==> config.mk <==
export PLATFORM = sky130hd
export DESIGN_NAME = spl_scale
export DESIGN_NICKNAME = d
export VERILOG_FILES = /design/src/sv/spl_pkg.sv /design/src/sv/spl_scale.sv
export SDC_FILE = /design/constraint.sdc
export NUM_CORES = 2
export LEC_CHECK = 0
export ABC_AREA = 1
export BUFFER_PORTS_ARGS = -buffer_cell sky130_fd_sc_hd__buf_2
export CORE_AREA = 10 10 411 512
export DETAILED_ROUTE_END_ITERATION = 6
export DIE_AREA = 0 0 421 522
export PLACE_DENSITY = 0.52
export SETUP_SLACK_MARGIN = 0.02
export SYNTH_ARGS = -nofsm -noshare
export SYNTH_HDL_FRONTEND = slang
export SYNTH_SLANG_ARGS = --single-unit
==> constraint.sdc <==
create_clock -name clk -period 8.89 [get_ports clk]
set_input_delay 0.4445 -clock clk [delete_from_list [all_inputs] [get_ports clk]]
set_output_delay 0.4445 -clock clk [all_outputs]
set_load 0.02 [all_outputs]
==> src/sv/spl_pkg.sv <==
// ----------------------------------------------------------------------------
// spl_pkg
// Shared types, constants and lookup tables of the shift pressure lookup.
// ----------------------------------------------------------------------------
package spl_pkg;

  localparam int MAX_TORQUE_NM = 330;

  // Configuration register indexes
  localparam int CFG_IDX_W = 2;
  localparam logic [CFG_IDX_W-1:0] CFG_SPC_SCALE = 2'd0;
  localparam logic [CFG_IDX_W-1:0] CFG_MPC_SCALE = 2'd1;

  // Q2.14 scale limits (0.9 .. 1.1) and reset value (1.0)
  localparam logic [14:0] SCALE_LO  = 15'd14746;
  localparam logic [14:0] SCALE_HI  = 15'd18022;
  localparam logic [14:0] SCALE_ONE = 15'd16384;

  localparam logic [9:0] SHIFT_TIME_MS = 10'd500;
  localparam logic [9:0] PRESSURE_MAX  = 10'd1023;

  // Pressure maps, one row per gear change, points at load 0,10,...,100
  localparam logic [9:0] PRESS_MAP [0:7][0:10] = '{
    '{10'd530, 10'd520, 10'd510, 10'd500, 10'd490, 10'd480, 10'd470, 10'd460,
      10'd450, 10'd420, 10'd400},
    '{10'd500, 10'd490, 10'd480, 10'd470, 10'd460, 10'd450, 10'd440, 10'd430,
      10'd420, 10'd410, 10'd400},
    '{10'd500, 10'd485, 10'd475, 10'd462, 10'd452, 10'd336, 10'd431, 10'd420,
      10'd399, 10'd378, 10'd357},
    '{10'd490, 10'd470, 10'd450, 10'd430, 10'd410, 10'd390, 10'd370, 10'd350,
      10'd330, 10'd310, 10'd300},
    '{10'd540, 10'd530, 10'd520, 10'd510, 10'd490, 10'd480, 10'd470, 10'd460,
      10'd450, 10'd420, 10'd400},
    '{10'd415, 10'd415, 10'd411, 10'd410, 10'd405, 10'd400, 10'd390, 10'd380,
      10'd370, 10'd360, 10'd350},
    '{10'd470, 10'd462, 10'd430, 10'd420, 10'd410, 10'd400, 10'd380, 10'd360,
      10'd340, 10'd320, 10'd300},
    '{10'd430, 10'd431, 10'd395, 10'd385, 10'd385, 10'd370, 10'd360, 10'd360,
      10'd350, 10'd340, 10'd325}
  };

  // Fluid temperature multiplier, Q2.14, one point per 10 counts
  localparam logic [14:0] TEMP_MULT [0:16] = '{
    15'd13107, 15'd13107, 15'd13107, 15'd13107, 15'd13107,
    15'd13107, 15'd13435, 15'd13763, 15'd14090, 15'd14909,
    15'd15892, 15'd16384, 15'd16548, 15'd16548, 15'd16712, 15'd16712, 15'd16712
  };

  // Engine speed multiplier, Q2.14, one point per 1000 rpm
  localparam logic [14:0] RPM_MULT [0:8] = '{
    15'd17039, 15'd16712, 15'd16384, 15'd16056, 15'd15401,
    15'd14909, 15'd14418, 15'd13926, 15'd13435
  };

  // Loads and table positions after the first stage
  typedef struct packed {
    logic        ok;
    logic [2:0]  msel;
    logic [6:0]  sload;
    logic [6:0]  mload;
    logic [7:0]  t_val;
    logic [3:0]  t_i;
    logic        t_lo;
    logic        t_hi;
    logic [12:0] r_val;
    logic [2:0]  r_i;
    logic        r_hi;
  } spl_idx_t;

  // Interpolated map values and multipliers
  typedef struct packed {
    logic        ok;
    logic [9:0]  ms;
    logic [9:0]  mm;
    logic [14:0] tf;
    logic [14:0] rf;
  } spl_fac_t;

  // Result item
  typedef struct packed {
    logic [9:0] shift_pressure;
    logic [9:0] modulating_pressure;
    logic [9:0] shift_time_ms;
    logic       request_valid;
  } spl_res_t;

endpackage

==> src/sv/spl_scale.sv <==
// ----------------------------------------------------------------------------
// spl_scale
// Two multiply stages: map value times temperature multiplier beside rpm
// multiplier times mode scale, then the final product, truncate, saturate.
// ----------------------------------------------------------------------------
module spl_scale (
  input  logic              clk,
  input  logic              rst_n,
  input  logic              en,
  input  logic              fac_valid,
  input  spl_pkg::spl_fac_t fac,
  input  logic [14:0]       spc_scale,
  input  logic [14:0]       mpc_scale,
  output logic              res_valid,
  output spl_pkg::spl_res_t res
);

  // ---- stage E
  logic        ve_r;
  logic        oke_r;
  logic [24:0] ps_r;
  logic [24:0] pm_r;
  logic [29:0] rs_r;
  logic [29:0] rm_r;

  always_ff @(posedge clk) begin
    if (!rst_n) begin
      ve_r <= 1'b0;
    end else if (en) begin
      ve_r <= fac_valid;
    end
  end

  always_ff @(posedge clk) begin
    if (en) begin
      oke_r <= fac.ok;
      ps_r  <= 25'(fac.ms) * 25'(fac.tf);
      pm_r  <= 25'(fac.mm) * 25'(fac.tf);
      rs_r  <= 30'(fac.rf) * 30'(spc_scale);
      rm_r  <= 30'(fac.rf) * 30'(mpc_scale);
    end
  end

  // ---- stage F: result register
  logic              vf_r;
  spl_pkg::spl_res_t res_r;
  spl_pkg::spl_res_t res_nxt;
  logic [54:0]       full_s;
  logic [54:0]       full_m;
  logic [12:0]       q_s;
  logic [12:0]       q_m;

  always_comb begin
    full_s = 55'(ps_r) * 55'(rs_r);
    full_m = 55'(pm_r) * 55'(rm_r);
    q_s    = full_s[54:42];
    q_m    = full_m[54:42];
    if (oke_r) begin
      res_nxt.shift_pressure      = (q_s > 13'(spl_pkg::PRESSURE_MAX)) ?
                                    spl_pkg::PRESSURE_MAX : q_s[9:0];
      res_nxt.modulating_pressure = (q_m > 13'(spl_pkg::PRESSURE_MAX)) ?
                                    spl_pkg::PRESSURE_MAX : q_m[9:0];
      res_nxt.shift_time_ms       = spl_pkg::SHIFT_TIME_MS;
      res_nxt.request_valid       = 1'b1;
    end else begin
      // unknown request: zero all fields
      res_nxt = '0;
    end
  end

  always_ff @(posedge clk) begin
    if (!rst_n) begin
      vf_r <= 1'b0;
    end else if (en) begin
      vf_r <= ve_r;
    end
  end

  always_ff @(posedge clk) begin
    if (en) begin
      res_r <= res_nxt;
    end
  end

  assign res_valid = vf_r;
  assign res       = res_r;

endmodule
### Word level (Yosys, flattened, before mapping)

Index checks and enable logic that the tools add are counted.

* flip-flop bits (word level): 144
* output and inout port bits: 32

* multipliers: 6
* order comparisons: 2
* mux-type cells: 3

Operators with widths (count)
* multiplier 25 x 30 -> 55 bit: 2
* multiplier 15 x 15 -> 30 bit: 2
* multiplier 10 x 15 -> 25 bit: 2
* 2-to-1 mux 10 bit: 3
* greater-than comparator 13 x 10 -> 1 bit (second input constant): 2

### Logic depth before layout (Yosys ltp)

* word-level depth: 3
* mapped depth: 34

### Worst setup path before layout

No wires, ideal clock.

* path kind: reg2reg
* from: register ps_r[1]
* to: register res_r, in the netlist res[21], data pin
* arrival time: 6.046 ns
* slack: 2.594 ns
* stages on the path, launching flop included: 31
* period minus slack after synthesis: 6.296 ns
* path through: edfxtp_1 > clkbuf_1 > clkbuf_1 > nand2_1 > inv_1 > fa_1 > fa_1 > inv_1 > fa_1 > fa_1 > inv_1 > fa_1 > fa_1 > inv_1 > fa_1 > inv_1 > ha_1 > nand2_1 > inv_1 > a21oi_1 > nand2_1 > nand2_1 > nand2_1 > a21oi_1 > nand2_1 > nand2_1 > nand2_2 > nor2_8 > nand3_2 > nand2_1 > inv_1

* cells in the longest elaborated chain, start to end: 3

Ends and longest elaborated chain
* start, declared: RTL line spl_scale.sv:21 `logic [24:0] ps_r;`
* start signal, assigned: RTL line spl_scale.sv:37 `ps_r <= 25'(fac.ms) * 25'(fac.tf);`
* multiplier 25 x 30 -> 55 bit (*): RTL line spl_scale.sv:54 `full_s = 55'(ps_r) * 55'(rs_r);`
* greater-than comparator 13 x 10 -> 1 bit: RTL line spl_scale.sv:59 `res_nxt.shift_pressure = (q_s > 13'(spl_pkg::PRESSURE_MAX)) ?`
* 2-to-1 mux 10 bit (*): RTL line spl_scale.sv:59
* end signal, assigned: RTL line spl_scale.sv:81 `res_r <= res_nxt;`
* end, declared: RTL line spl_scale.sv:46 `spl_pkg::spl_res_t res_r;`

Mark *: on every way between the ends. The rest lies on a longest branch, timed or not.
A chain may end at the register's enable or synchronous reset.

### Final worst setup path

* from: register pm_r[9]
* to: register res_r, in the netlist res[16], data pin

* cells in the longest elaborated chain, start to end: 3

Ends and longest elaborated chain
* start, declared: RTL line spl_scale.sv:22 `logic [24:0] pm_r;`
* start signal, assigned: RTL line spl_scale.sv:38 `pm_r <= 25'(fac.mm) * 25'(fac.tf);`
* multiplier 25 x 30 -> 55 bit (*): RTL line spl_scale.sv:55 `full_m = 55'(pm_r) * 55'(rm_r);`
* greater-than comparator 13 x 10 -> 1 bit: RTL line spl_scale.sv:61 `res_nxt.modulating_pressure = (q_m > 13'(spl_pkg::PRESSURE_MAX)) ?`
* 2-to-1 mux 10 bit (*): RTL line spl_scale.sv:61

Marked as above.

==> summary.md <==
| Metric | Value |
|---|---|
| Max stage delay on crit path | `1.05 ns` |
| Vias in the first global route | `68000` |
| CTS root buf | `clkbuf_16` |
| Worst Clk Skew | `0.0255 ns` |
| Avg WL per Cell | `18.0 um` |
| Core area | `201000 um2` |
| Largest net degree at the start of global routing | `81` |
| Total grt overflow | `0` |
| Final WL | `231000 um` |
| GPL Wtd Cong | `0.903` |
| DIE WIDTH | `421 um` |
| Hold Buf Count CTS | `0` |
| Cell mode on critical path | `fa_1` |
| Post-CTS setup buffer count | `0` |
| Register bit total from synthesis | `134` |
| 1st-iter DRT viols | `3359` |
| Global-route wire length before repair | `375000 um` |
| Clock transition at path regs | `0.07 ns` |
| DIE AREA | `220000 um2` |
| Syn_area_per_cell | `7.70 um2` |
| Final hold violation count | `0` |
| Hold WC Path Type | `in -> reg` |
| WS Path Type | `reg -> reg` |
| Initial antenna violation count | `16` |
| Worst EP arrival | `7.82 ns` |
| Reg2reg setup slack | `1.35 ns` |
| Post-synthesis cell count | `10300` |
| Gr usage total | `21.4%` |
| Fill count | `20800` |
| DRT Pass-1 Iters | `5` |
| Port Buffers | `112` |
| Total negative slack | `0 ns` |
| Clk_lat worst skew | `0.53 ns` |
| Status | `finished, final reports clean` |
| Number of flops mapped to enable cells by yosys | `132` |
| Post-route minimum period | `7.54 ns` |
| Syn. warnings | `0` |
| CTS Sinks | `134` |
| TritonCTS Buffers | `17` |
| Max-Slew Margin vs Limit | `17.3%` |
| Synth Flop Type | `edfxtp_1` |
| Min-delay src | `fac[50]` |
| WP data required | `9.17 ns` |
| Vias after detailed routing | `61500` |
| # Max-Cap Violations | `0` |
| H-Tree Depth | `4` |
| Deepest clock path buffer count | `2` |
| DRC viols | `0` |
| Post-cts repair resize count | `0` |
| DP HPWL | `191000 um` |
| Crit path from | `pm_r[9]` |
| Area Growth Syn to Fin | `4.59%` |
| Cell Area, Synth | `79600 um2` |
| Sequential fraction of the synthesis area | `5.03%` |
| Row count | `184` |
| Die Y | `522 um` |
| Initial Utilization | `39.7%` |
| CTS tree | `yes` |
| Max-slew violation count | `0` |
| Fmax achieved | `133 MHz` |
| CP endpoint kind | `register` |
| Layout cells sized above 1 | `3.04%` |
| Reg-to-Reg Start | `pm_r[9]` |
| Worst Max-Slew Pin Slew | `1.24 ns` |
| IO Count | `117` |
| Unrepaired setup endpoints after global routing | `false` |
| Finish-stage setup viols | `0` |
| DR vias/cell | `4.79` |
| Post-route ant nets | `0` |
| Netlist cell types | `48` |
| Critical path launch point type | `register` |
| CP max FO | `18` |
| Fin crit share | `84.8%` |
| Post-synth ARST share | `0%` |
| Post-layout nets | `12700` |
| CP max stage cell | `edfxtp_1` |
[per-layer routing]
layer  wire length, um  vias up  global-route usage, %
li1                  -    28400                      -
met3             12500      306                   2.45
met4              4990        0                   4.87
met5                 0        -                      0
met1             96700    31100                   27.6
met2            117000     1701                   38.3
[worst paths after layout]
check | end | cells after the start
worst min-delay path | oke_r | 1
worst max register to register | res[16] | 26
worst max-delay path | res[16] | 26
worst min register to register | res_valid | 2
[cells by family (layout without fill, tap and decap cells)]
logic type	count (synthesis)	after routing	share of synthesized area [%]
compound gates	377	377	2.62
flops	134	134	5.03
simple gates	3473	3473	17.0
buf+inv	3759	3557	17.8
other cells	1	10	0.00471
xor+xnor	103	103	1.13
fa+ha+maj	2500	2500	56.4
[final cells by class]
cell class                      count  area (um2)  area share (%)
Antenna cell                        6        15.0          0.0180
Clock buffer                       20         437           0.524
Clock inverter                     11         129           0.155
Inverter                         3291       12400            14.8
Multi-Input combinational cell   6457       61500            73.8
Sequential cell                   134        4000            4.81
Tap cell                         2697        3370            4.05
Timing Repair Buffer              235        1490            1.79
[layout by cell type (no fill, tap or decap), drive strengths merged, types with 3 or more instances in the layout]
cell       n
fa      1818
nor3      27
a21o      10
a31oi      9
o21bai    34
edfxtp   132
o21ai     89
xor2      67
clkinv     6
clkbuf    20
nand3b     7
xnor2     36
and2       6
diode      6
ha       682
nand2   3006
nor4      10
o31ai      3
nor2     250
nand4     32
buf      235
inv     3292
a21oi    209
nand3    133
o21a       8
conb       4
a21boi     5
o211ai     4
[state kept, by name (all words and copies together) (netlist names)]
signal,flops
res,21
res_valid,1
pm_r,25
rm_r,30
ve_r,1
oke_r,1
ps_r,25
rs_r,30
[worst max-delay path: cells and delay by family, from the launching register on]
family	cells	cell delay [ns]
flip-flops	1	1.05
buffers and inverters	7	0.78
adder cells (fa/ha/maj)	8	3.83
AND/OR/NAND/NOR	11	1.64
[cell usage after synthesis, types with 32 or more instances]
cell type	instances	area share [%]
a21oi_1	209	1.3
clkbuf_1	445	2.1
edfxtp_1	132	5.0
fa_1	1818	46
ha_1	682	11
inv_1	3285	15
nand2_1	2997	14
nand3_1	121	0.76
nor2_1	237	1.1
o21ai_0	85	0.53
o21bai_1	32	0.30
xnor2_1	36	0.40
xor2_1	67	0.74
[per-stage QoR]
stage,utilization (%),instance area [um2],hold slack (ns),std cells,setup slack (ns)
2_1_floorplan,-,79700,0.438,10400,2.59
3_3_place_gp,41.3,82700,0.460,12800,1.48
3_5_place_dp,41.3,82700,0.486,12800,1.39
4_1_cts,41.5,83300,0.0540,12800,1.38
5_1_grt,41.5,83300,0.0723,12800,1.01
6_report,41.5,83300,0.111,12900,1.35
Power is not shown: default switching activity piles up to over one toggle a cycle in this logic, so the estimate is an artifact.
