File: config.mk
export PLATFORM = sky130hd
export DESIGN_NAME = spl_index
export DESIGN_NICKNAME = d
export VERILOG_FILES = /design/src/sv/spl_pkg.sv /design/src/sv/spl_index.sv
export SDC_FILE = /design/constraint.sdc
export NUM_CORES = 1
export LEC_CHECK = 0
export BUFFER_PORTS_ARGS = -buffer_cell sky130_fd_sc_hd__buf_2
export CAP_MARGIN = 20
export CELL_PAD_IN_SITES_DETAIL_PLACEMENT = 1
export CELL_PAD_IN_SITES_GLOBAL_PLACEMENT = 1
export CORE_UTILIZATION = 49
export CTS_CLUSTER_DIAMETER = 100
export CTS_CLUSTER_SIZE = 24
export DETAILED_ROUTE_END_ITERATION = 6
export GPL_TIMING_DRIVEN = 0
export HOLD_SLACK_MARGIN = 0.08
export PLACE_DENSITY_LB_ADDON = 0.25
export SYNTH_ARGS = -nofsm -noshare
export SYNTH_HDL_FRONTEND = slang
export SYNTH_SLANG_ARGS = --single-unit
File: constraint.sdc
create_clock -name clk -period 11.7 [get_ports clk]
set_input_delay 0.585 -clock clk [delete_from_list [all_inputs] [get_ports clk]]
set_output_delay 0.585 -clock clk [all_outputs]
set_load 0.005 [all_outputs]
File: src/sv/spl_pkg.sv
// ----------------------------------------------------------------------------
// spl_pkg
// Shared types, constants and lookup tables of the shift pressure lookup.
// ----------------------------------------------------------------------------
package spl_pkg;

  localparam int MAX_TORQUE_NM = 330;

  // Configuration register indexes
  localparam int CFG_IDX_W = 2;
  localparam logic [CFG_IDX_W-1:0] CFG_SPC_SCALE = 2'd0;
  localparam logic [CFG_IDX_W-1:0] CFG_MPC_SCALE = 2'd1;

  // Q2.14 scale limits (0.9 .. 1.1) and reset value (1.0)
  localparam logic [14:0] SCALE_LO  = 15'd14746;
  localparam logic [14:0] SCALE_HI  = 15'd18022;
  localparam logic [14:0] SCALE_ONE = 15'd16384;

  localparam logic [9:0] SHIFT_TIME_MS = 10'd500;
  localparam logic [9:0] PRESSURE_MAX  = 10'd1023;

  // Pressure maps, one row per gear change, points at load 0,10,...,100
  localparam logic [9:0] PRESS_MAP [0:7][0:10] = '{
    '{10'd530, 10'd520, 10'd510, 10'd500, 10'd490, 10'd480, 10'd470, 10'd460,
      10'd450, 10'd420, 10'd400},
    '{10'd500, 10'd490, 10'd480, 10'd470, 10'd460, 10'd450, 10'd440, 10'd430,
      10'd420, 10'd410, 10'd400},
    '{10'd500, 10'd485, 10'd475, 10'd462, 10'd452, 10'd336, 10'd431, 10'd420,
      10'd399, 10'd378, 10'd357},
    '{10'd490, 10'd470, 10'd450, 10'd430, 10'd410, 10'd390, 10'd370, 10'd350,
      10'd330, 10'd310, 10'd300},
    '{10'd540, 10'd530, 10'd520, 10'd510, 10'd490, 10'd480, 10'd470, 10'd460,
      10'd450, 10'd420, 10'd400},
    '{10'd415, 10'd415, 10'd411, 10'd410, 10'd405, 10'd400, 10'd390, 10'd380,
      10'd370, 10'd360, 10'd350},
    '{10'd470, 10'd462, 10'd430, 10'd420, 10'd410, 10'd400, 10'd380, 10'd360,
      10'd340, 10'd320, 10'd300},
    '{10'd430, 10'd431, 10'd395, 10'd385, 10'd385, 10'd370, 10'd360, 10'd360,
      10'd350, 10'd340, 10'd325}
  };

  // Fluid temperature multiplier, Q2.14, one point per 10 counts
  localparam logic [14:0] TEMP_MULT [0:16] = '{
    15'd13107, 15'd13107, 15'd13107, 15'd13107, 15'd13107,
    15'd13107, 15'd13435, 15'd13763, 15'd14090, 15'd14909,
    15'd15892, 15'd16384, 15'd16548, 15'd16548, 15'd16712, 15'd16712, 15'd16712
  };

  // Engine speed multiplier, Q2.14, one point per 1000 rpm
  localparam logic [14:0] RPM_MULT [0:8] = '{
    15'd17039, 15'd16712, 15'd16384, 15'd16056, 15'd15401,
    15'd14909, 15'd14418, 15'd13926, 15'd13435
  };

  // Loads and table positions after the first stage
  typedef struct packed {
    logic        ok;
    logic [2:0]  msel;
    logic [6:0]  sload;
    logic [6:0]  mload;
    logic [7:0]  t_val;
    logic [3:0]  t_i;
    logic        t_lo;
    logic        t_hi;
    logic [12:0] r_val;
    logic [2:0]  r_i;
    logic        r_hi;
  } spl_idx_t;

  // Interpolated map values and multipliers
  typedef struct packed {
    logic        ok;
    logic [9:0]  ms;
    logic [9:0]  mm;
    logic [14:0] tf;
    logic [14:0] rf;
  } spl_fac_t;

  // Result item
  typedef struct packed {
    logic [9:0] shift_pressure;
    logic [9:0] modulating_pressure;
    logic [9:0] shift_time_ms;
    logic       request_valid;
  } spl_res_t;

endpackage

File: src/sv/spl_index.sv
// ----------------------------------------------------------------------------
// spl_index
// First stage: shift and modulating loads, table positions of temperature
// and engine speed. Constant divisions use exact reciprocal multiplies.
// ----------------------------------------------------------------------------
module spl_index #(
  parameter int MAX_TORQUE_NM = spl_pkg::MAX_TORQUE_NM
) (
  input  logic               clk,
  input  logic               rst_n,
  input  logic               en,
  input  logic               in_valid,
  input  logic [3:0]         gear_change,
  input  logic [7:0]         pedal_position,
  input  logic signed [11:0] engine_torque,
  input  logic signed [8:0]  fluid_temp_raw,
  input  logic [13:0]        engine_speed,
  output logic               idx_valid,
  output spl_pkg::spl_idx_t  idx
);

  // floor(x / MAX_TORQUE_NM) for x < 2^18 as (x * MT_RECIP) >> MT_K
  localparam int MT_K = 18 + $clog2(MAX_TORQUE_NM);
  localparam logic [19:0] MT_RECIP =
    20'(((64'd1 << MT_K) + 64'(MAX_TORQUE_NM) - 64'd1) / 64'(MAX_TORQUE_NM));

  logic              valid_r;
  spl_pkg::spl_idx_t idx_r;
  spl_pkg::spl_idx_t idx_nxt;

  logic [8:0]  ped_x2;
  logic [18:0] ped_prod;
  logic [6:0]  sload_q;
  logic [17:0] tq_x100;
  logic [37:0] tq_prod;
  logic [37:0] tq_q;
  logic [16:0] t_prod;
  logic [26:0] r_prod;

  always_comb begin
    // shift load = floor(2 * pedal / 5)
    ped_x2   = {pedal_position, 1'b0};
    ped_prod = ped_x2 * 19'd820;
    sload_q  = ped_prod[18:12];

    // modulating load from positive torque only
    tq_x100 = 18'(engine_torque[10:0]) * 18'd100;
    tq_prod = 38'(tq_x100) * 38'(MT_RECIP);
    tq_q    = tq_prod >> MT_K;

    t_prod = 17'(fluid_temp_raw[7:0]) * 17'd410;
    r_prod = 27'(engine_speed[12:0]) * 27'd8389;

    idx_nxt.ok    = (gear_change[3] == 1'b0);
    idx_nxt.msel  = gear_change[2:0];
    idx_nxt.sload = (sload_q > 7'd100) ? 7'd100 : sload_q;
    if (engine_torque[11]) begin
      idx_nxt.mload = 7'd0;
    end else if (tq_q > 38'd100) begin
      idx_nxt.mload = 7'd100;
    end else begin
      idx_nxt.mload = tq_q[6:0];
    end
    idx_nxt.t_val = fluid_temp_raw[7:0];
    idx_nxt.t_i   = t_prod[15:12];
    idx_nxt.t_lo  = fluid_temp_raw[8];
    idx_nxt.t_hi  = !fluid_temp_raw[8] && (fluid_temp_raw[7:0] >= 8'd160);
    idx_nxt.r_val = engine_speed[12:0];
    idx_nxt.r_i   = r_prod[25:23];
    idx_nxt.r_hi  = (engine_speed >= 14'd8000);
  end

  always_ff @(posedge clk) begin
    if (!rst_n) begin
      valid_r <= 1'b0;
    end else if (en) begin
      valid_r <= in_valid;
    end
  end

  always_ff @(posedge clk) begin
    if (en) begin
      idx_r <= idx_nxt;
    end
  end

  assign idx_valid = valid_r;
  assign idx       = idx_r;

endmodule

Word level (Yosys, flattened, before mapping)
Index checks and enable logic that the tools add are counted.

Bits in registers: 50. Output and inout port bits: 50.

Multipliers: 5. Order comparisons: 4. Mux-type cells: 1. Bitwise gates (word level): 1. Reductions and logical operators: 3.

Operators by type and width (count): multiplier 16 x 19 -> 35 bit (second input constant) (1); multiplier 13 x 14 -> 26 bit (second input constant) (1); multiplier 11 x 5 -> 16 bit (second input constant) (1); multiplier 8 x 8 -> 16 bit (second input constant) (1); multiplier 8 x 8 -> 15 bit (second input constant) (1); >= comparator 14 x 13 -> 1 bit (second input constant) (1); > comparator 10 x 7 -> 1 bit (second input constant) (1); >= comparator 8 bit (second input constant) (1); > comparator 7 bit (second input constant) (1); two-way mux 7 bit (1); OR reduction 2 bit (1); logical AND 1 bit (1); logical NOT 1 bit (1); inverter 1 bit (1).

Logic depth before layout (Yosys ltp)
Gate-level depths: netlist of run 1.

Depth in word-level cells: 4. Gate-level depth with buffers: 33. Depth with buffers taken out: 33.

Worst setup path before layout of run 1
No wires, ideal clock.

Path kind: input-to-reg. From: in engine_torque[1]. To: reg idx_r, in the netlist idx[34], data pin. Library setup time: 0.275 ns. Arrival: 8.045 ns. Path slack: 3.380 ns. Stages: 29. Buffers on the path: 0. Cells stage by stage: ha_1 > ha_1 > ha_1 > fa_1 > a21oi_2 > o2111ai_2 > o31a_1 > nand2b_4 > xor2_1 > inv_1 > ha_1 > inv_1 > fa_1 > inv_1 > fa_1 > fa_1 > inv_1 > fa_1 > fa_1 > ha_1 > a211oi_1 > o21ai_0 > o21a_1 > or3_1 > o21a_1 > o21ai_0 > a2bb2oi_1 > nor2_1 > nor4b_1.

Cells in the longest elaborated chain, start to end: 4.

Ends and longest elaborated chain: start: declaration (RTL line spl_index.sv:15) `input logic signed [11:0] engine_torque,`; multiplier 11 x 5 -> 16 bit * (RTL line spl_index.sv:47) `tq_x100 = 18'(engine_torque[10:0]) * 18'd100;`; multiplier 16 x 19 -> 35 bit * (RTL line spl_index.sv:48) `tq_prod = 38'(tq_x100) * 38'(MT_RECIP);`; > comparator 10 x 7 -> 1 bit (RTL line spl_index.sv:59) `end else if (tq_q > 38'd100) begin`; OR reduction 2 bit (no source line); end signal: assignment (RTL line spl_index.sv:83) `idx_r <= idx_nxt;`; end: declaration (RTL line spl_index.sv:28) `spl_pkg::spl_idx_t idx_r;`.

Every way passes the cells marked *; elsewhere a longest branch is shown, timed or not. A chain may end at the register's enable or synchronous reset.

Final worst setup path of run 1
From: in engine_torque[1]. To: reg idx_r, in the netlist idx[32], data pin.

The elaborated chain is that of the path after synthesis.

==> results of run 1 <==
-- flip-flops by register name, summed over array words and instances, names as in the netlist --
| signal | flops |
|---|---|
| idx | 49 |
| idx_valid | 1 |
-- final cells by class --
cell class / instances / share of cell area (%)
timing repair buffer: 101 / 4.37
tap: 280 / 2.94
inverter: 296 / 9.33
sequential: 50 / 12.5
multi-input combinational: 733 / 69.2
clock buffer: 5 / 1.05
clock inverter: 3 / 0.368
buffer: 5 / 0.168
-- synth_stat cells (all sizes together), types with 2 or more instances --
master	number
nand2b	11
o31ai	2
a21o	13
xor2	18
o211ai	2
inv	296
nor4	2
a211o	2
a211oi	7
a2bb2oi	2
nand2	22
nand4	7
or2	5
xnor2	25
o211a	2
o21a	8
a21oi	33
nor3b	2
fa	108
nor2	27
or2b	2
nor3	15
and2	5
a221oi	2
o21bai	5
o2111ai	2
nand3	12
mux2i	3
o21ai	25
ha	336
a21boi	2
edfxtp	49
and3	6
nor4b	2
clkbuf	4
-- worst max-delay path, delay by kind of cell --
kind	cells	cell delay (ps)
adders and majority gates	11	4820
AOI/OAI and AO/OA	8	1830
and+or+nand+nor	4	940
xor gates and xnor gates	2	620
buffers and inverters	7	580
-- routing by layer --
metal  share of wire (%)  vias to the layer above
met3                 2.3                       34
met2                  52                       95
li1                    -                     3781
met4                 1.8                        0
met1                  44                     3815
met5                   0                        -
-- stage by stage --
| stage | instances | area, um2 | utilization (%) |
|---|---|---|---|
| 4_1_cts | 1472 | 11900 | 54.6 |
| 6_report | 1473 | 11900 | 54.7 |
| 3_3_place_gp | 1464 | 11700 | 53.8 |
| 3_5_place_dp | 1464 | 11700 | 53.8 |
| 2_1_floorplan | 1084 | 10900 | - |
| 5_1_grt | 1473 | 11900 | 54.7 |
-- worst max path at each step --
| stage | from | to | slack, ps | cells after the start |
|---|---|---|---|---|
| final | engine_torque[1] | idx[32]$_SDFFCE_PP0P_ | 2370 | 32 |
| after floorplan | engine_torque[1] | idx[34]$_SDFFCE_PP0P_ | 3380 | 29 |
| after global placement | engine_torque[1] | idx[32]$_SDFFCE_PP0P_ | 2260 | 32 |
| after CTS | engine_torque[1] | idx[32]$_SDFFCE_PP0P_ | 2320 | 32 |
| after global routing | engine_torque[1] | idx[34]$_SDFFCE_PP0P_ | 1860 | 32 |
| after detailed placement | engine_torque[1] | idx[32]$_SDFFCE_PP0P_ | 2050 | 32 |
-- cell families after synthesis --
group,Yosys count
AO/OA/AOI/OAI,119
XOR/XNOR,43
adder cells (fa/ha/maj),444
buffers and inverters,301
flip-flops,50
multiplexers,3
AND/OR/NAND/NOR,124
==> run summary, run 1 <==
Relative slew slack -> 42.3%
H-Tree Depth -> 2
Clock buffer depth -> 2
Critical R2R Capture -> idx_valid$_SDFFE_PN0P_
Worst setup margin -> 2370 ps
Reg-to-reg critical path startpoint -> idx_valid$_SDFFE_PN0P_
Final Skew -> 0 ps
Starting Density -> 49.9%
Cts bufs inserted -> 5
Clock Latency Late Sink -> 300 ps
Failing checks -> design-rule violations
CP Data Required Time -> 11750 ps
Critical path launch point type -> input pin
Unrepaired setup endpoints after global routing -> no
Largest family of logic cells by synthesized area -> adder cells
Seq/Total Area, Yosys -> 13.7%
Filler Cell Count -> 2481
Main flop type after synthesis -> edfxtp_1
Crit path largest cell delay -> 560 ps
Root Buffer -> clkbuf_16
CTS tree -> built
Routing usage on met2 -> 42.3%
Fmax -> 107 MHz
Max stage delay cell, worst path -> fa_1
Synth top area cells -> ha_1, fa_1, edfxtp_1
Gp weighted congestion -> 0.823
Hold Path Class -> in -> reg
DRT Wirelength -> 24400 um
Hold Buf Count CTS -> 0
Mapped cell area -> 10900 um2
Status -> finished with violations
Post-cts sizing count -> 0
Synth top area share -> 38.7%
Yosys top cell by area -> ha_1
Vias in the first global route -> 8479
Top-Level Pins -> 101
Setup bufs post-CTS -> 0
CP arrival -> 9380 ps
Die W -> 151 um
GRT Total Usage -> 23.0%
YS warnings -> 0
WHS -> 457 ps
Setup WS pre-CTS -> 2050 ps
Post-Syn Instances -> 1084
DRC viols -> 1
Hold_sp -> gear_change[1]
R2R cell count -> 2
Tcrit/Tclk final -> 79.7%
CP endpoint kind -> register
Hold depth -> 1
Final Hold Violating Endpoints -> 0
Synth unique cells -> 62
Layout Nets -> 1687
Vias per inst -> 5.24
Via Count -> 7725
Crit-path max FO -> 6
PortBufs -> 100
Final HPWL from detailed placement -> 21600 um
Layout area overhead -> 9.57%
Tightest Pin Transition -> 859 ps
GR Util met3 -> 2.32%
Flop2flop setup slack -> 11110 ps
Largest net degree at the start of global routing -> 51
Most frequent cells in the layout -> ha_1, inv_1, fa_1
# setup viols final -> 0
Adder-cell area share of the yosys netlist -> 58.6%
Fraction of registers with async set/reset -> 0%
XOR/XNOR Fraction of Synth Area -> 3.47%
Commonest non-fill, non-tap cell in the layout -> ha_1
FF+latch area -> 1490 um2
Multi-input logic area -> 8240 um2
Core area -> 21800 um2
Final worst path period need -> 9330 ps
Syn Nets -> 1579
Post-synthesis compound-gate area fraction -> 7.47%
Cell row count -> 54
CP Class -> in -> reg
Post-synthesis mux area share -> 0.276%
Hold endpoint -> idx[46]$_DFFE_PP_
Post-DRT Antenna Nets -> 0
Simple-Gate Fraction of Synth Area -> 6.05%
Layout cells sized above 1 -> 10.6%
Clock Pin Slew Worst Setup and Hold Paths -> 70 ps
Setup TNS -> 0 ps
M1 GR Usage -> 28.6%
Die ar. -> 22800 um2
Max-Cap Viols -> 0
Clock Sinks -> 50
Post-synth EDFFs -> 49
DRT iter0 DRCs -> 173
Router iterations before antenna repair -> 6
N_diodes -> 0
First-pass GRT wire length -> 40700 um
Wire length per cell -> 16.5 um
Final Max Tran Viols -> 0
GRT busiest layer -> met2
Synthesized flop and latch total -> 50
Initial antenna violation count -> 0
Syn Area/Cell -> 10.0 um2
GRT overflow -> 0
Die height -> 151 um
Power of run 1 is not shown: default switching activity piles up to over one toggle a cycle in this logic, so the estimate is an artifact.
==> inputs of run 2 (changes only) <==
--- a/config.mk
+++ b/config.mk
@@ -9,7 +9,7 @@
 export CAP_MARGIN = 20
 export CELL_PAD_IN_SITES_DETAIL_PLACEMENT = 1
 export CELL_PAD_IN_SITES_GLOBAL_PLACEMENT = 1
-export CORE_UTILIZATION = 49
+export CORE_UTILIZATION = 44
 export CTS_CLUSTER_DIAMETER = 100
 export CTS_CLUSTER_SIZE = 24
 export DETAILED_ROUTE_END_ITERATION = 6
==> constraint.sdc (replaced) <==
create_clock -name clk -period 7.7 [get_ports clk]
set_input_delay 0.385 -clock clk [delete_from_list [all_inputs] [get_ports clk]]
set_output_delay 0.385 -clock clk [all_outputs]
set_load 0.005 [all_outputs]
==> run summary, run 2 (synthesis gave the netlist of run 1 again) <==
Status -> finished with violations
Failing checks -> negative setup slack
Commonest non-fill, non-tap cell in the layout -> ha_1
M1 GR Usage -> 26.9%
Router iterations before antenna repair -> 4
Final Hold Violating Endpoints -> 0
Vias per inst -> 5.05
Clock buffer depth -> 2
CP endpoint kind -> register
Final Skew -> 0 ps
First-pass GRT wire length -> 43200 um
DRC viols -> 0
Starting Density -> 44.8%
Unrepaired setup endpoints after global routing -> yes
Final HPWL from detailed placement -> 21000 um
GR Util met3 -> 2.01%
Top-Level Pins -> 101
Final worst path period need -> 7770 ps
Max-Cap Viols -> 0
Filler Cell Count -> 2759
Wire length per cell -> 16.3 um
Die ar. -> 25300 um2
Routing usage on met2 -> 38.4%
Relative slew slack -> 59.5%
Hold Buf Count CTS -> 0
Crit-path max FO -> 4
Clock Latency Late Sink -> 300 ps
Layout cells sized above 1 -> 19.3%
Final Max Tran Viols -> 0
Setup WS pre-CTS -> -1280 ps
Hold Path Class -> in -> reg
Placed Cells -> 1508
Largest net degree at the start of global routing -> 51
N_diodes -> 0
Initial antenna violation count -> 0
Fmax -> 129 MHz
Gp weighted congestion -> 0.830
WHS -> 262 ps
Most frequent cell on the critical path -> ha_4
Clock Sinks -> 50
Max FFs per register -> 49
DRT Wirelength -> 25200 um
CP Data Required Time -> 7750 ps
Clock Pin Slew Worst Setup and Hold Paths -> 70 ps
Core area -> 24200 um2
DRT iter0 DRCs -> 277
Layout Utilization -> 52.7%
Worst setup margin -> -65.8 ps
# setup viols final -> 6
GRT Total Usage -> 21.0%
CTS tree -> built
Cts bufs inserted -> 5
Cell row count -> 57
Tightest Pin Transition -> 605 ps
Root Buffer -> clkbuf_16
Most frequent cells in the layout -> ha_1, inv_1, fa_1
Via Count -> 7826
Flop2flop setup slack -> 7100 ps
GRT busiest layer -> met2
Vias in the first global route -> 8758
Die height -> 159 um
Layout area overhead -> 17.6%
GRT overflow -> 0
Non-filler cells, final -> 1550
H-Tree Depth -> 2
Layout Nets -> 1720
Crit path largest cell delay -> 580 ps
CP Class -> in -> reg
Tcrit/Tclk final -> 101%
Critical path launch point type -> input pin
PortBufs -> 100
Die W -> 159 um
Max stage delay cell, worst path -> fa_1
Post-DRT Antenna Nets -> 0
CP arrival -> 7810 ps
==> run 2: cell types whose count changed in the layout (fill, tap and decap cells not counted), moves of 5 or more <==
cell / change
ha_1: -22
o21ai_1: +5
buf_4: +35
a211oi_2: +5
o21ai_0: -9
ha_4: +18
a211oi_1: -5
xnor2_2: +5
xnor2_1: -5
inv_2: +11
buf_2: -7
inv_1: -12
==> run 2: per-stage QoR <==
step	TNS [ps]	area, um2
after CTS	0	12600
after floorplan	0	11000
after global placement	-7290	12000
final	-220	12800
after detailed placement	-7950	12000
after global routing	-1620	12800
==> run 2: area by class of cell <==
class                   count  area (um2)  area share [%]
multi-input cells         733        8790            68.8
flip-flops and latches     50        1490            11.7
inverters                 296        1110            8.72
repair buffers            134         813            6.37
well taps                 324         405            3.17
clock buffers               5         125           0.980
plain buffers               5        20.0           0.157
clock inverters             3        18.8           0.147
==> run 2: metal layers <==
metal	share of wire, %	vias up
li1	-	3857
met1	45	3842
met2	51	98
met3	2.3	29
met4	1.6	0
met5	0	-
==> run 2: final timing paths <==
kind / start / endpoint / depth (start not counted)
setup reg to reg: idx_valid$_SDFFE_PN0P_ / idx_valid$_SDFFE_PN0P_ / 2
setup / recovery: engine_torque[3] / idx[32]$_SDFFCE_PP0P_ / 30
hold reg to reg: idx_valid$_SDFFE_PN0P_ / idx_valid$_SDFFE_PN0P_ / 2
hold / removal: gear_change[0] / idx[45]$_DFFE_PP_ / 1
==> run 2: timing repair <==
item                       4_1_cts  5_1_grt
setup endpoints to repair        7        7
setup buffers                   26        7
resized for setup               58       27
pin swaps                       48       10
==> run 2: worst max-delay path: cells and delay by family <==
kind            cells  cell delay, ps
buf+inv             5             360
simple gates        3             660
xor+xnor            1             160
compound gates     10            1960
fa+ha+maj          11            4270
Power of run 2 is left out for the same reason.
