File: src/sv/spl_pkg.sv
// ----------------------------------------------------------------------------
// spl_pkg
// Shared types, constants and lookup tables of the shift pressure lookup.
// ----------------------------------------------------------------------------
package spl_pkg;

  localparam int MAX_TORQUE_NM = 330;

  // Configuration register indexes
  localparam int CFG_IDX_W = 2;
  localparam logic [CFG_IDX_W-1:0] CFG_SPC_SCALE = 2'd0;
  localparam logic [CFG_IDX_W-1:0] CFG_MPC_SCALE = 2'd1;

  // Q2.14 scale limits (0.9 .. 1.1) and reset value (1.0)
  localparam logic [14:0] SCALE_LO  = 15'd14746;
  localparam logic [14:0] SCALE_HI  = 15'd18022;
  localparam logic [14:0] SCALE_ONE = 15'd16384;

  localparam logic [9:0] SHIFT_TIME_MS = 10'd500;
  localparam logic [9:0] PRESSURE_MAX  = 10'd1023;

  // Pressure maps, one row per gear change, points at load 0,10,...,100
  localparam logic [9:0] PRESS_MAP [0:7][0:10] = '{
    '{10'd530, 10'd520, 10'd510, 10'd500, 10'd490, 10'd480, 10'd470, 10'd460,
      10'd450, 10'd420, 10'd400},
    '{10'd500, 10'd490, 10'd480, 10'd470, 10'd460, 10'd450, 10'd440, 10'd430,
      10'd420, 10'd410, 10'd400},
    '{10'd500, 10'd485, 10'd475, 10'd462, 10'd452, 10'd336, 10'd431, 10'd420,
      10'd399, 10'd378, 10'd357},
    '{10'd490, 10'd470, 10'd450, 10'd430, 10'd410, 10'd390, 10'd370, 10'd350,
      10'd330, 10'd310, 10'd300},
    '{10'd540, 10'd530, 10'd520, 10'd510, 10'd490, 10'd480, 10'd470, 10'd460,
      10'd450, 10'd420, 10'd400},
    '{10'd415, 10'd415, 10'd411, 10'd410, 10'd405, 10'd400, 10'd390, 10'd380,
      10'd370, 10'd360, 10'd350},
    '{10'd470, 10'd462, 10'd430, 10'd420, 10'd410, 10'd400, 10'd380, 10'd360,
      10'd340, 10'd320, 10'd300},
    '{10'd430, 10'd431, 10'd395, 10'd385, 10'd385, 10'd370, 10'd360, 10'd360,
      10'd350, 10'd340, 10'd325}
  };

  // Fluid temperature multiplier, Q2.14, one point per 10 counts
  localparam logic [14:0] TEMP_MULT [0:16] = '{
    15'd13107, 15'd13107, 15'd13107, 15'd13107, 15'd13107,
    15'd13107, 15'd13435, 15'd13763, 15'd14090, 15'd14909,
    15'd15892, 15'd16384, 15'd16548, 15'd16548, 15'd16712, 15'd16712, 15'd16712
  };

  // Engine speed multiplier, Q2.14, one point per 1000 rpm
  localparam logic [14:0] RPM_MULT [0:8] = '{
    15'd17039, 15'd16712, 15'd16384, 15'd16056, 15'd15401,
    15'd14909, 15'd14418, 15'd13926, 15'd13435
  };

  // Loads and table positions after the first stage
  typedef struct packed {
    logic        ok;
    logic [2:0]  msel;
    logic [6:0]  sload;
    logic [6:0]  mload;
    logic [7:0]  t_val;
    logic [3:0]  t_i;
    logic        t_lo;
    logic        t_hi;
    logic [12:0] r_val;
    logic [2:0]  r_i;
    logic        r_hi;
  } spl_idx_t;

  // Interpolated map values and multipliers
  typedef struct packed {
    logic        ok;
    logic [9:0]  ms;
    logic [9:0]  mm;
    logic [14:0] tf;
    logic [14:0] rf;
  } spl_fac_t;

  // Result item
  typedef struct packed {
    logic [9:0] shift_pressure;
    logic [9:0] modulating_pressure;
    logic [9:0] shift_time_ms;
    logic       request_valid;
  } spl_res_t;

endpackage

File: src/sv/spl_interp.sv
// ----------------------------------------------------------------------------
// spl_interp
// Three stages of linear interpolation: segment remainders and numerators,
// then exact divisions by 10 and 1000 through reciprocal multiplies.
// ----------------------------------------------------------------------------
module spl_interp (
  input  logic              clk,
  input  logic              rst_n,
  input  logic              en,
  input  logic              idx_valid,
  input  spl_pkg::spl_idx_t idx,
  output logic              fac_valid,
  output spl_pkg::spl_fac_t fac
);

  // a*step + (b-a)*r, non-negative for every table segment
  function automatic logic [24:0] lerp_num(input logic [14:0] a, input logic [14:0] b,
                                           input logic [9:0] r, input logic [9:0] step);
    logic signed [26:0] sa;
    logic signed [26:0] sb;
    logic signed [26:0] sr;
    logic signed [26:0] ss;
    logic signed [26:0] acc;
    sa  = $signed({12'd0, a});
    sb  = $signed({12'd0, b});
    sr  = $signed({17'd0, r});
    ss  = $signed({17'd0, step});
    acc = sa * ss + (sb - sa) * sr;
    return acc[24:0];
  endfunction

  // ---- stage B: load segments, temperature and rpm numerators
  logic        vb_r;
  logic        okb_r;
  logic [2:0]  mselb_r;
  logic [6:0]  sloadb_r;
  logic [6:0]  mloadb_r;
  logic [3:0]  lsib_r;
  logic [3:0]  lmib_r;
  logic [17:0] tnumb_r;
  logic [24:0] rnumb_r;

  logic [14:0] ls_prod;
  logic [14:0] lm_prod;
  logic [7:0]  t_rem;
  logic [12:0] r_rem;
  logic [4:0]  t_ia;
  logic [4:0]  t_ib;
  logic [3:0]  t_r;
  logic [3:0]  r_ia;
  logic [3:0]  r_ib;
  logic [9:0]  r_r;
  logic [24:0] tnum_full;
  logic [17:0] tnum_nxt;
  logic [24:0] rnum_nxt;

  always_comb begin
    ls_prod = 15'(idx.sload) * 15'd205;
    lm_prod = 15'(idx.mload) * 15'd205;
    t_rem   = idx.t_val - 8'({idx.t_i, 3'b000}) - 8'({idx.t_i, 1'b0});
    r_rem   = idx.r_val - 13'(idx.r_i) * 13'd1000;

    // clamped ends take one entry with zero remainder
    if (idx.t_lo) begin
      t_ia = 5'd0;
      t_ib = 5'd0;
      t_r  = 4'd0;
    end else if (idx.t_hi) begin
      t_ia = 5'd16;
      t_ib = 5'd16;
      t_r  = 4'd0;
    end else begin
      t_ia = {1'b0, idx.t_i};
      t_ib = {1'b0, idx.t_i} + 5'd1;
      t_r  = t_rem[3:0];
    end
    if (idx.r_hi) begin
      r_ia = 4'd8;
      r_ib = 4'd8;
      r_r  = 10'd0;
    end else begin
      r_ia = {1'b0, idx.r_i};
      r_ib = {1'b0, idx.r_i} + 4'd1;
      r_r  = r_rem[9:0];
    end
    tnum_full = lerp_num(spl_pkg::TEMP_MULT[t_ia], spl_pkg::TEMP_MULT[t_ib],
                         {6'd0, t_r}, 10'd10);
    tnum_nxt  = tnum_full[17:0];
    rnum_nxt  = lerp_num(spl_pkg::RPM_MULT[r_ia], spl_pkg::RPM_MULT[r_ib],
                         r_r, 10'd1000);
  end

  always_ff @(posedge clk) begin
    if (!rst_n) begin
      vb_r <= 1'b0;
    end else if (en) begin
      vb_r <= idx_valid;
    end
  end

  always_ff @(posedge clk) begin
    if (en) begin
      okb_r    <= idx.ok;
      mselb_r  <= idx.msel;
      sloadb_r <= idx.sload;
      mloadb_r <= idx.mload;
      lsib_r   <= ls_prod[14:11];
      lmib_r   <= lm_prod[14:11];
      tnumb_r  <= tnum_nxt;
      rnumb_r  <= rnum_nxt;
    end
  end

  // ---- stage C: map numerators, temperature and rpm divisions
  logic        vc_r;
  logic        okc_r;
  logic [12:0] snumc_r;
  logic [12:0] mnumc_r;
  logic [14:0] tfc_r;
  logic [14:0] rfc_r;

  logic [6:0]  ls_rem;
  logic [6:0]  lm_rem;
  logic [3:0]  ls_ib;
  logic [3:0]  lm_ib;
  logic [24:0] snum_full;
  logic [24:0] mnum_full;
  logic [36:0] tf_prod;
  logic [50:0] rf_prod;

  always_comb begin
    ls_rem = sloadb_r - 7'(lsib_r) * 7'd10;
    lm_rem = mloadb_r - 7'(lmib_r) * 7'd10;
    // full load sits on the last point
    ls_ib  = (lsib_r == 4'd10) ? 4'd10 : lsib_r + 4'd1;
    lm_ib  = (lmib_r == 4'd10) ? 4'd10 : lmib_r + 4'd1;
    snum_full = lerp_num({5'd0, spl_pkg::PRESS_MAP[mselb_r][lsib_r]},
                         {5'd0, spl_pkg::PRESS_MAP[mselb_r][ls_ib]},
                         {6'd0, ls_rem[3:0]}, 10'd10);
    mnum_full = lerp_num({5'd0, spl_pkg::PRESS_MAP[mselb_r][lmib_r]},
                         {5'd0, spl_pkg::PRESS_MAP[mselb_r][lm_ib]},
                         {6'd0, lm_rem[3:0]}, 10'd10);
    tf_prod = 37'(tnumb_r) * 37'd419431;
    rf_prod = 51'(rnumb_r) * 51'd34359739;
  end

  always_ff @(posedge clk) begin
    if (!rst_n) begin
      vc_r <= 1'b0;
    end else if (en) begin
      vc_r <= vb_r;
    end
  end

  always_ff @(posedge clk) begin
    if (en) begin
      okc_r   <= okb_r;
      snumc_r <= snum_full[12:0];
      mnumc_r <= mnum_full[12:0];
      tfc_r   <= tf_prod[36:22];
      rfc_r   <= rf_prod[49:35];
    end
  end

  // ---- stage D: map values, divide numerators by 10
  logic              vd_r;
  spl_pkg::spl_fac_t facd_r;
  spl_pkg::spl_fac_t fac_nxt;
  logic [26:0]       ms_prod;
  logic [26:0]       mm_prod;

  always_comb begin
    ms_prod     = 27'(snumc_r) * 27'd13108;
    mm_prod     = 27'(mnumc_r) * 27'd13108;
    fac_nxt.ok  = okc_r;
    fac_nxt.ms  = ms_prod[26:17];
    fac_nxt.mm  = mm_prod[26:17];
    fac_nxt.tf  = tfc_r;
    fac_nxt.rf  = rfc_r;
  end

  always_ff @(posedge clk) begin
    if (!rst_n) begin
      vd_r <= 1'b0;
    end else if (en) begin
      vd_r <= vc_r;
    end
  end

  always_ff @(posedge clk) begin
    if (en) begin
      facd_r <= fac_nxt;
    end
  end

  assign fac_valid = vd_r;
  assign fac       = facd_r;

endmodule

File: config.mk
export PLATFORM = sky130hd
export DESIGN_NAME = spl_interp
export DESIGN_NICKNAME = d
export VERILOG_FILES = /design/src/sv/spl_pkg.sv /design/src/sv/spl_interp.sv
export SDC_FILE = /design/constraint.sdc
export NUM_CORES = 2
export LEC_CHECK = 0
export ABC_AREA = 1
export CORE_AREA = 4 4 418 503
export CTS_CLUSTER_SIZE = 24
export DETAILED_ROUTE_END_ITERATION = 12
export DIE_AREA = 0 0 422 507
export DONT_BUFFER_PORTS = 1
export SLEW_MARGIN = 20
export SYNTH_ARGS = -nofsm -noshare
export SYNTH_HDL_FRONTEND = slang
export SYNTH_SLANG_ARGS = --single-unit
File: constraint.sdc
create_clock -name clk -period 11.8 [get_ports clk]
set_input_delay 0 -clock clk [delete_from_list [all_inputs] [get_ports clk]]
set_output_delay 0 -clock clk [all_outputs]
set_load 0.05 [all_outputs]
* Word-level counts from Yosys, hierarchy flattened
Memory sizes are Yosys's and may differ from the RTL's.
Index checks and enable logic that the tools add are counted.
** Storage, ports and cells
- Output and inout port bits :: 52
- ROM bits :: 2320
- Memories :: 5
- Register bits :: 174
- Logic and storage cells :: 113
** Operators by class
- Bitwise operators :: 9
- Multiplexer cells :: 33
- Order comparisons :: 9
- Add/subtract/negate cells :: 17
- Equal/unequal tests :: 2
- Multiply operators :: 17
** Memories
- (name not given) :: words 8, width 110, read ports 1, clocked after Yosys merged registers in 0, write ports 0, line spl_interp.sv:141 : {5'd0, spl_pkg::PRESS_MAP[mselb_r][lm_ib]},
- (name not given) :: words 32, width 15, read ports 1, clocked after Yosys merged registers in 0, write ports 0, line spl_interp.sv:86 : tnum_full = lerp_num(spl_pkg::TEMP_MULT[t_ia], spl_pkg::TEMP_MULT[t_ib],
- (name not given) :: words 32, width 15, read ports 1, clocked after Yosys merged registers in 0, write ports 0, line spl_interp.sv:86
- (name not given) :: words 16, width 15, read ports 1, clocked after Yosys merged registers in 0, write ports 0, line spl_interp.sv:89 : rnum_nxt = lerp_num(spl_pkg::RPM_MULT[r_ia], spl_pkg::RPM_MULT[r_ib],
- (name not given) :: words 16, width 15, read ports 1, clocked after Yosys merged registers in 0, write ports 0, line spl_interp.sv:89
** Operator list (number)
- 110-bit two-way mux :: 2
- 10-bit binary-select mux with 4-bit select :: 4
- 15-bit two-way mux :: 8
- 10-bit two-way mux :: 9
- 13-bit by 12-bit multiplier with 25-bit output, second input constant :: 2
- 25-bit by 26-bit multiplier with 50-bit output, second input constant :: 1
- 18-bit by 19-bit multiplier with 37-bit output, second input constant :: 1
- 15-bit by 15-bit subtractor with 16-bit output :: 2
- 5-bit >= comparator, second input constant :: 6
- 7-bit by 8-bit multiplier with 15-bit output, second input constant :: 2
- 4-bit inverter with 5-bit output :: 6
- 13-bit adder :: 2
- 11-bit by 5-bit multiplier with 13-bit output :: 2
- 25-bit adder :: 1
- 16-bit by 11-bit multiplier with 25-bit output :: 1
- 10-bit by 3-bit multiplier with 12-bit output, second input constant :: 2
- 4-bit two-way mux :: 6
- 15-bit by 7-bit multiplier with 22-bit output, second input constant :: 1
- 10-bit by 10-bit subtractor with 11-bit output :: 2
- 5-bit two-way mux :: 4
- 18-bit adder :: 1
- 16-bit by 5-bit multiplier with 18-bit output :: 1
- 15-bit by 3-bit multiplier with 17-bit output, second input constant :: 1
- 4-bit subtractor :: 4
- 11 further kinds :: 16

* Depth between registers and ports, before layout
- Word-level depth :: 10
- Depth in mapped cells :: 45
- Depth with buffers taken out :: 43

* Worst setup path before layout
Ideal clock, no wire load.
- Path type :: input to register
- From :: in idx[0] in the netlist's numbering
- To :: reg rnumb_r[24], data pin
- Setup slack :: 3.118 ns
- Buffers on the path :: 1
- Stages :: 36
- Arrival :: 8.429 ns
- Cells stage by stage :: clkbuf_1 -> nor2_1 -> ha_1 -> nor2_1 -> inv_1 -> o21ai_0 -> inv_1 -> fa_1 -> inv_1 -> fa_1 -> fa_1 -> inv_1 -> fa_1 -> ha_1 -> nand2_1 -> o21ai_0 -> o21bai_1 -> nand3_1 -> o21ai_0 -> inv_1 -> o21ai_0 -> nand2_1 -> nand2_1 -> fa_1 -> fa_1 -> fa_1 -> fa_1 -> inv_1 -> ha_1 -> nand2_1 -> nor3_1 -> nand2_1 -> o311ai_0 -> inv_1 -> nand3_1 -> nand2_1
** Between the ends
- Word-level cells in the longest chain between the ends :: 8
- Elaborated cells between the ends (all ways) :: 15
- Those cells by class :: 2 x add/sub; 2 x mul; 7 x mux; 2 x bitwise; 2 x memory
** RTL lines
- start, declared :: line spl_interp.sv:11 : input spl_pkg::spl_idx_t idx,
- 4-bit two-way mux :: line spl_interp.sv:77 : if (idx.r_hi) begin
- 4-bit inverter with 5-bit output (not written as such) :: line spl_interp.sv:89
- memory read 16 x 15 bit
- 15-bit two-way mux (not written as such) (2 in a row) :: line spl_interp.sv:89
- 15-bit by 15-bit subtractor with 16-bit output :: line spl_interp.sv:28 : acc = sa * ss + (sb - sa) * sr;
- 16-bit by 11-bit multiplier with 25-bit output :: line spl_interp.sv:28
- 25-bit adder (*) :: line spl_interp.sv:28
- via rnum_nxt[24] :: line spl_interp.sv:55 : logic [24:0] rnum_nxt;
- end signal, assigned :: line spl_interp.sv:110 : rnumb_r <= rnum_nxt;
- end, declared :: line spl_interp.sv:41 : logic [24:0] rnumb_r;
The timed path passes the listed nets; every way through them passes the cells marked *. The select of a mux whose other input is x is not followed.
A chain may end at the register's enable or synchronous reset.

* Worst setup path in the final report
- From :: in idx[2] in the netlist's numbering
- To :: reg rnumb_r[24], data pin
** Between the ends
- Word-level cells in the longest chain between the ends :: 9
- Elaborated cells between the ends (all ways) :: 18
- Those cells by class :: 4 x add/sub; 3 x mul; 7 x mux; 2 x bitwise; 2 x memory
** RTL lines
- 3-bit by 1-bit adder with 4-bit output :: line spl_interp.sv:83 : r_ib = {1'b0, idx.r_i} + 4'd1;
- 4-bit two-way mux :: line spl_interp.sv:77
- 4-bit inverter with 5-bit output (not written as such) :: line spl_interp.sv:89
- memory read 16 x 15 bit
- 15-bit two-way mux (not written as such) (2 in a row) :: line spl_interp.sv:89
- 15-bit by 15-bit subtractor with 16-bit output :: line spl_interp.sv:28
- 16-bit by 11-bit multiplier with 25-bit output :: line spl_interp.sv:28
- 25-bit adder (*) :: line spl_interp.sv:28
- via rnum_nxt[24] :: line spl_interp.sv:55
Marks and branches as above.

==> impl_metrics.json <==
{
  "cts_buffer_depth": 3,
  "synth_most_common_cell": "inv_1",
  "rows": 182,
  "setup_ws_ns": 2.90,
  "tns_ns": 0,
  "holdCritStartpoint": "en",
  "grt_max_degree": 176,
  "cts-hold-fix-buffers": 19,
  "relSlewSlack_pct": 24.7,
  "drt_iter0_drc": 1953,
  "dr.pass1.iters": 6,
  "fmax_mhz": 112,
  "vias": 40000,
  "grt_pass1_wl_um": 225000,
  "synth_cells": 6132,
  "syn_nets": 7867,
  "yosys-top-cells-count": "inv_1 (1456), ha_1 (962), nand2_1 (860)",
  "period_needed_ns": 8.90,
  "slew_viol_final": 0,
  "path_class": "input pin to register",
  "synth_area_leader_cell": "fa_1",
  "syn_avg_cell_area_sq_um": 8.33,
  "setup_viol": 0,
  "crit_arrival_ns": 9.19,
  "die_area_sq_um": 214000,
  "grt_pass1_vias": 42500,
  "ys.warnings.count": 0,
  "die_h_um": 507,
  "worst_path_most_repeated_cell": "inv_1",
  "drc": 0,
  "tightest_slew_ns": 1.13,
  "synth_seq_cells": 174,
  "drt_wl_total_um": 139000,
  "tritoncts": "done",
  "max_stage_delay_ns": 0.71,
  "antenna_found_initial": 6,
  "htree_levels": 4,
  "avgRoutedWirePerCell_um": 15.8,
  "grt_util_all_layers_pct": 13.0,
  "layout.cells.non_filler": 8814,
  "place_hpwl_um": 119000,
  "dp_slack_ns": 2.30,
  "fp.coreArea_sq_um": 205000,
  "gr-total-overflow": 0,
  "critPathCaptureType": "register",
  "path_clk_slew_ns": 0.08,
  "viasPerCell": 4.54,
  "cp.required_ns": 12.10,
  "insertion_delay_ns": 0.57,
  "synth_edf_count": 171,
  "ys_types": 66,
  "hold_class": "input pin to register",
  "hold_viol_final": 0,
  "netlist.area_leader.share_pct": 28.2,
  "cts_root_buf": "clkbuf_16",
  "worst_clock_skew_ns": 0.0473,
  "ys_seq_area_share_pct": 10.2,
  "gp_congestion": 0.955,
  "synthArstFlopShare_pct": 0,
  "ys.flop_type": "edfxtp_1",
  "synth_area_sq_um": 51100,
  "die_x_um": 422,
  "io_buffer_count": 0,
  "cts_resized": 0,
  "synthTopCellsByArea": "fa_1 (28%), ha_1 (24%), inv_1 (11%)",
  "crit_slowest_cell": "o21ai_0",
  "post-route-period-util_pct": 75.4,
  "critPathMaxFanout": 5,
  "maxCapViolCount": 0,
  "drive_gt1_share_pct": 2.55,
  "initial_core_util_pct": 24.9,
  "status": "complete, no violations",
  "cts_setup_buffers": 0,
  "io_pins": 105,
  "syn2layout_area_growth_pct": 8.15,
  "num-nets-final": 7875,
  "r2r-start": "mselb_r[1]$_DFFE_PP_",
  "crit_path_start_kind": "input pin",
  "ant_nets": 0,
  "dp.cells": 8762,
  "numCtsBuffers": 25,
  "cp-startpoint": "idx[2]",
  "clock-sinks": 174,
  "rsz0062_at_grt": "false"
}
-- registers in the layout, summed over array words and instances, names as in the netlist --
signal and count:
fac 51, fac_valid 1, lmib_r 4, lsib_r 4, mloadb_r 4, mnumc_r 13, mselb_r 3, okb_r 1
okc_r 1, rfc_r 15, rnumb_r 25, sloadb_r 4, snumc_r 13, tfc_r 15, tnumb_r 18, vb_r 1
vc_r 1
-- stage by stage --
step	util [%]	area, sq um	hold slack [ns]
floorplan	-	51100	0.0989
global placement	26.5	54200	0.0990
detailed placement	26.5	54200	0.0990
CTS	27.0	55200	0.0137
global route	27.0	55200	0.0314
finish	27.0	55200	0.0160
-- layer usage --
metal / wire length (um) / vias to the layer above / track usage (%)
li1: - / 19500 / -
met1: 59300 / 19500 / 15.8
met2: 69800 / 828 / 23.6
met3: 5130 / 221 / 1.48
met4: 4640 / 0 / 4.36
met5: 0 / - / 0
-- worst max-delay path: cells and delay by family --
kind                     cells  cell delay (ns)
buffers and inverters       12             1.01
AND/OR/NAND/NOR              9             1.30
XOR/XNOR                     1             0.11
adder cells (fa/ha/maj)     11             4.97
AO/OA/AOI/OAI                5             1.78
-- worst paths after layout --
| check | end | slack, ns | cells past startpoint |
|---|---|---|---|
| max | rnumb_r[24]$_DFFE_PP_ | 2.90 | 38 |
| min | fac[36]$_DFFE_PP_ | 0.02 | 1 |
| max reg2reg | mnumc_r[12]$_DFFE_PP_ | 3.14 | 34 |
| min reg2reg | fac[29]$_DFFE_PP_ | 0.41 | 0 |
-- cells by family (layout without fill, tap and decap cells) --
family,after synthesis,after routing,share of synthesized area [%]
adder cells (fa/ha/maj),1682,1682,51.8
XOR/XNOR,188,188,3.27
AND/OR/NAND/NOR,1711,1711,13.9
other,1,2,0.00734
AO/OA/AOI/OAI,827,827,9.29
flip-flops,174,174,10.2
buffers and inverters,1549,1562,11.5
-- cell usage in the layout, fill, tap and decap left out, drive strengths merged, types with 9 or more instances in the layout --
| master | Yosys | routed |
|---|---|---|
| a21o | 24 | 24 |
| o22ai | 22 | 22 |
| o211ai | 22 | 22 |
| o221ai | 20 | 20 |
| o31ai | 12 | 12 |
| nand4 | 44 | 44 |
| a221oi | 10 | 10 |
| nor2 | 519 | 519 |
| edfxtp | 171 | 171 |
| a211oi | 9 | 9 |
| nor3 | 44 | 44 |
| nand3b | 15 | 15 |
| ha | 962 | 962 |
| o21bai | 18 | 18 |
| nand3 | 158 | 158 |
| o21ai | 247 | 247 |
| xnor2 | 62 | 62 |
| xor2 | 126 | 126 |
| clkbuf | 24 | 25 |
| or2 | 34 | 34 |
| nand2 | 872 | 872 |
| dlygate4sd3 | 0 | 18 |
| buf | 24 | 11 |
| fa | 720 | 720 |
| a31oi | 33 | 33 |
| inv | 1493 | 1493 |
| nor4 | 18 | 18 |
| clkinv | 8 | 9 |
| a21oi | 356 | 356 |
| o2111ai | 14 | 14 |
-- final cells by class --
cell class              instances  area (sq um)
fillers                     21900        150000
multi-input cells            4409         40000
inverters                    1501          5640
flip-flops and latches        174          5190
well taps                    2668          3340
clock buffers                  25           626
repair buffers                 29           283
clock inverters                 7           163
diodes                          1          2.50
Power is left out: the tool's default activity adds up to more than one toggle a clock period on the data nets, which glitch-free logic cannot reach.
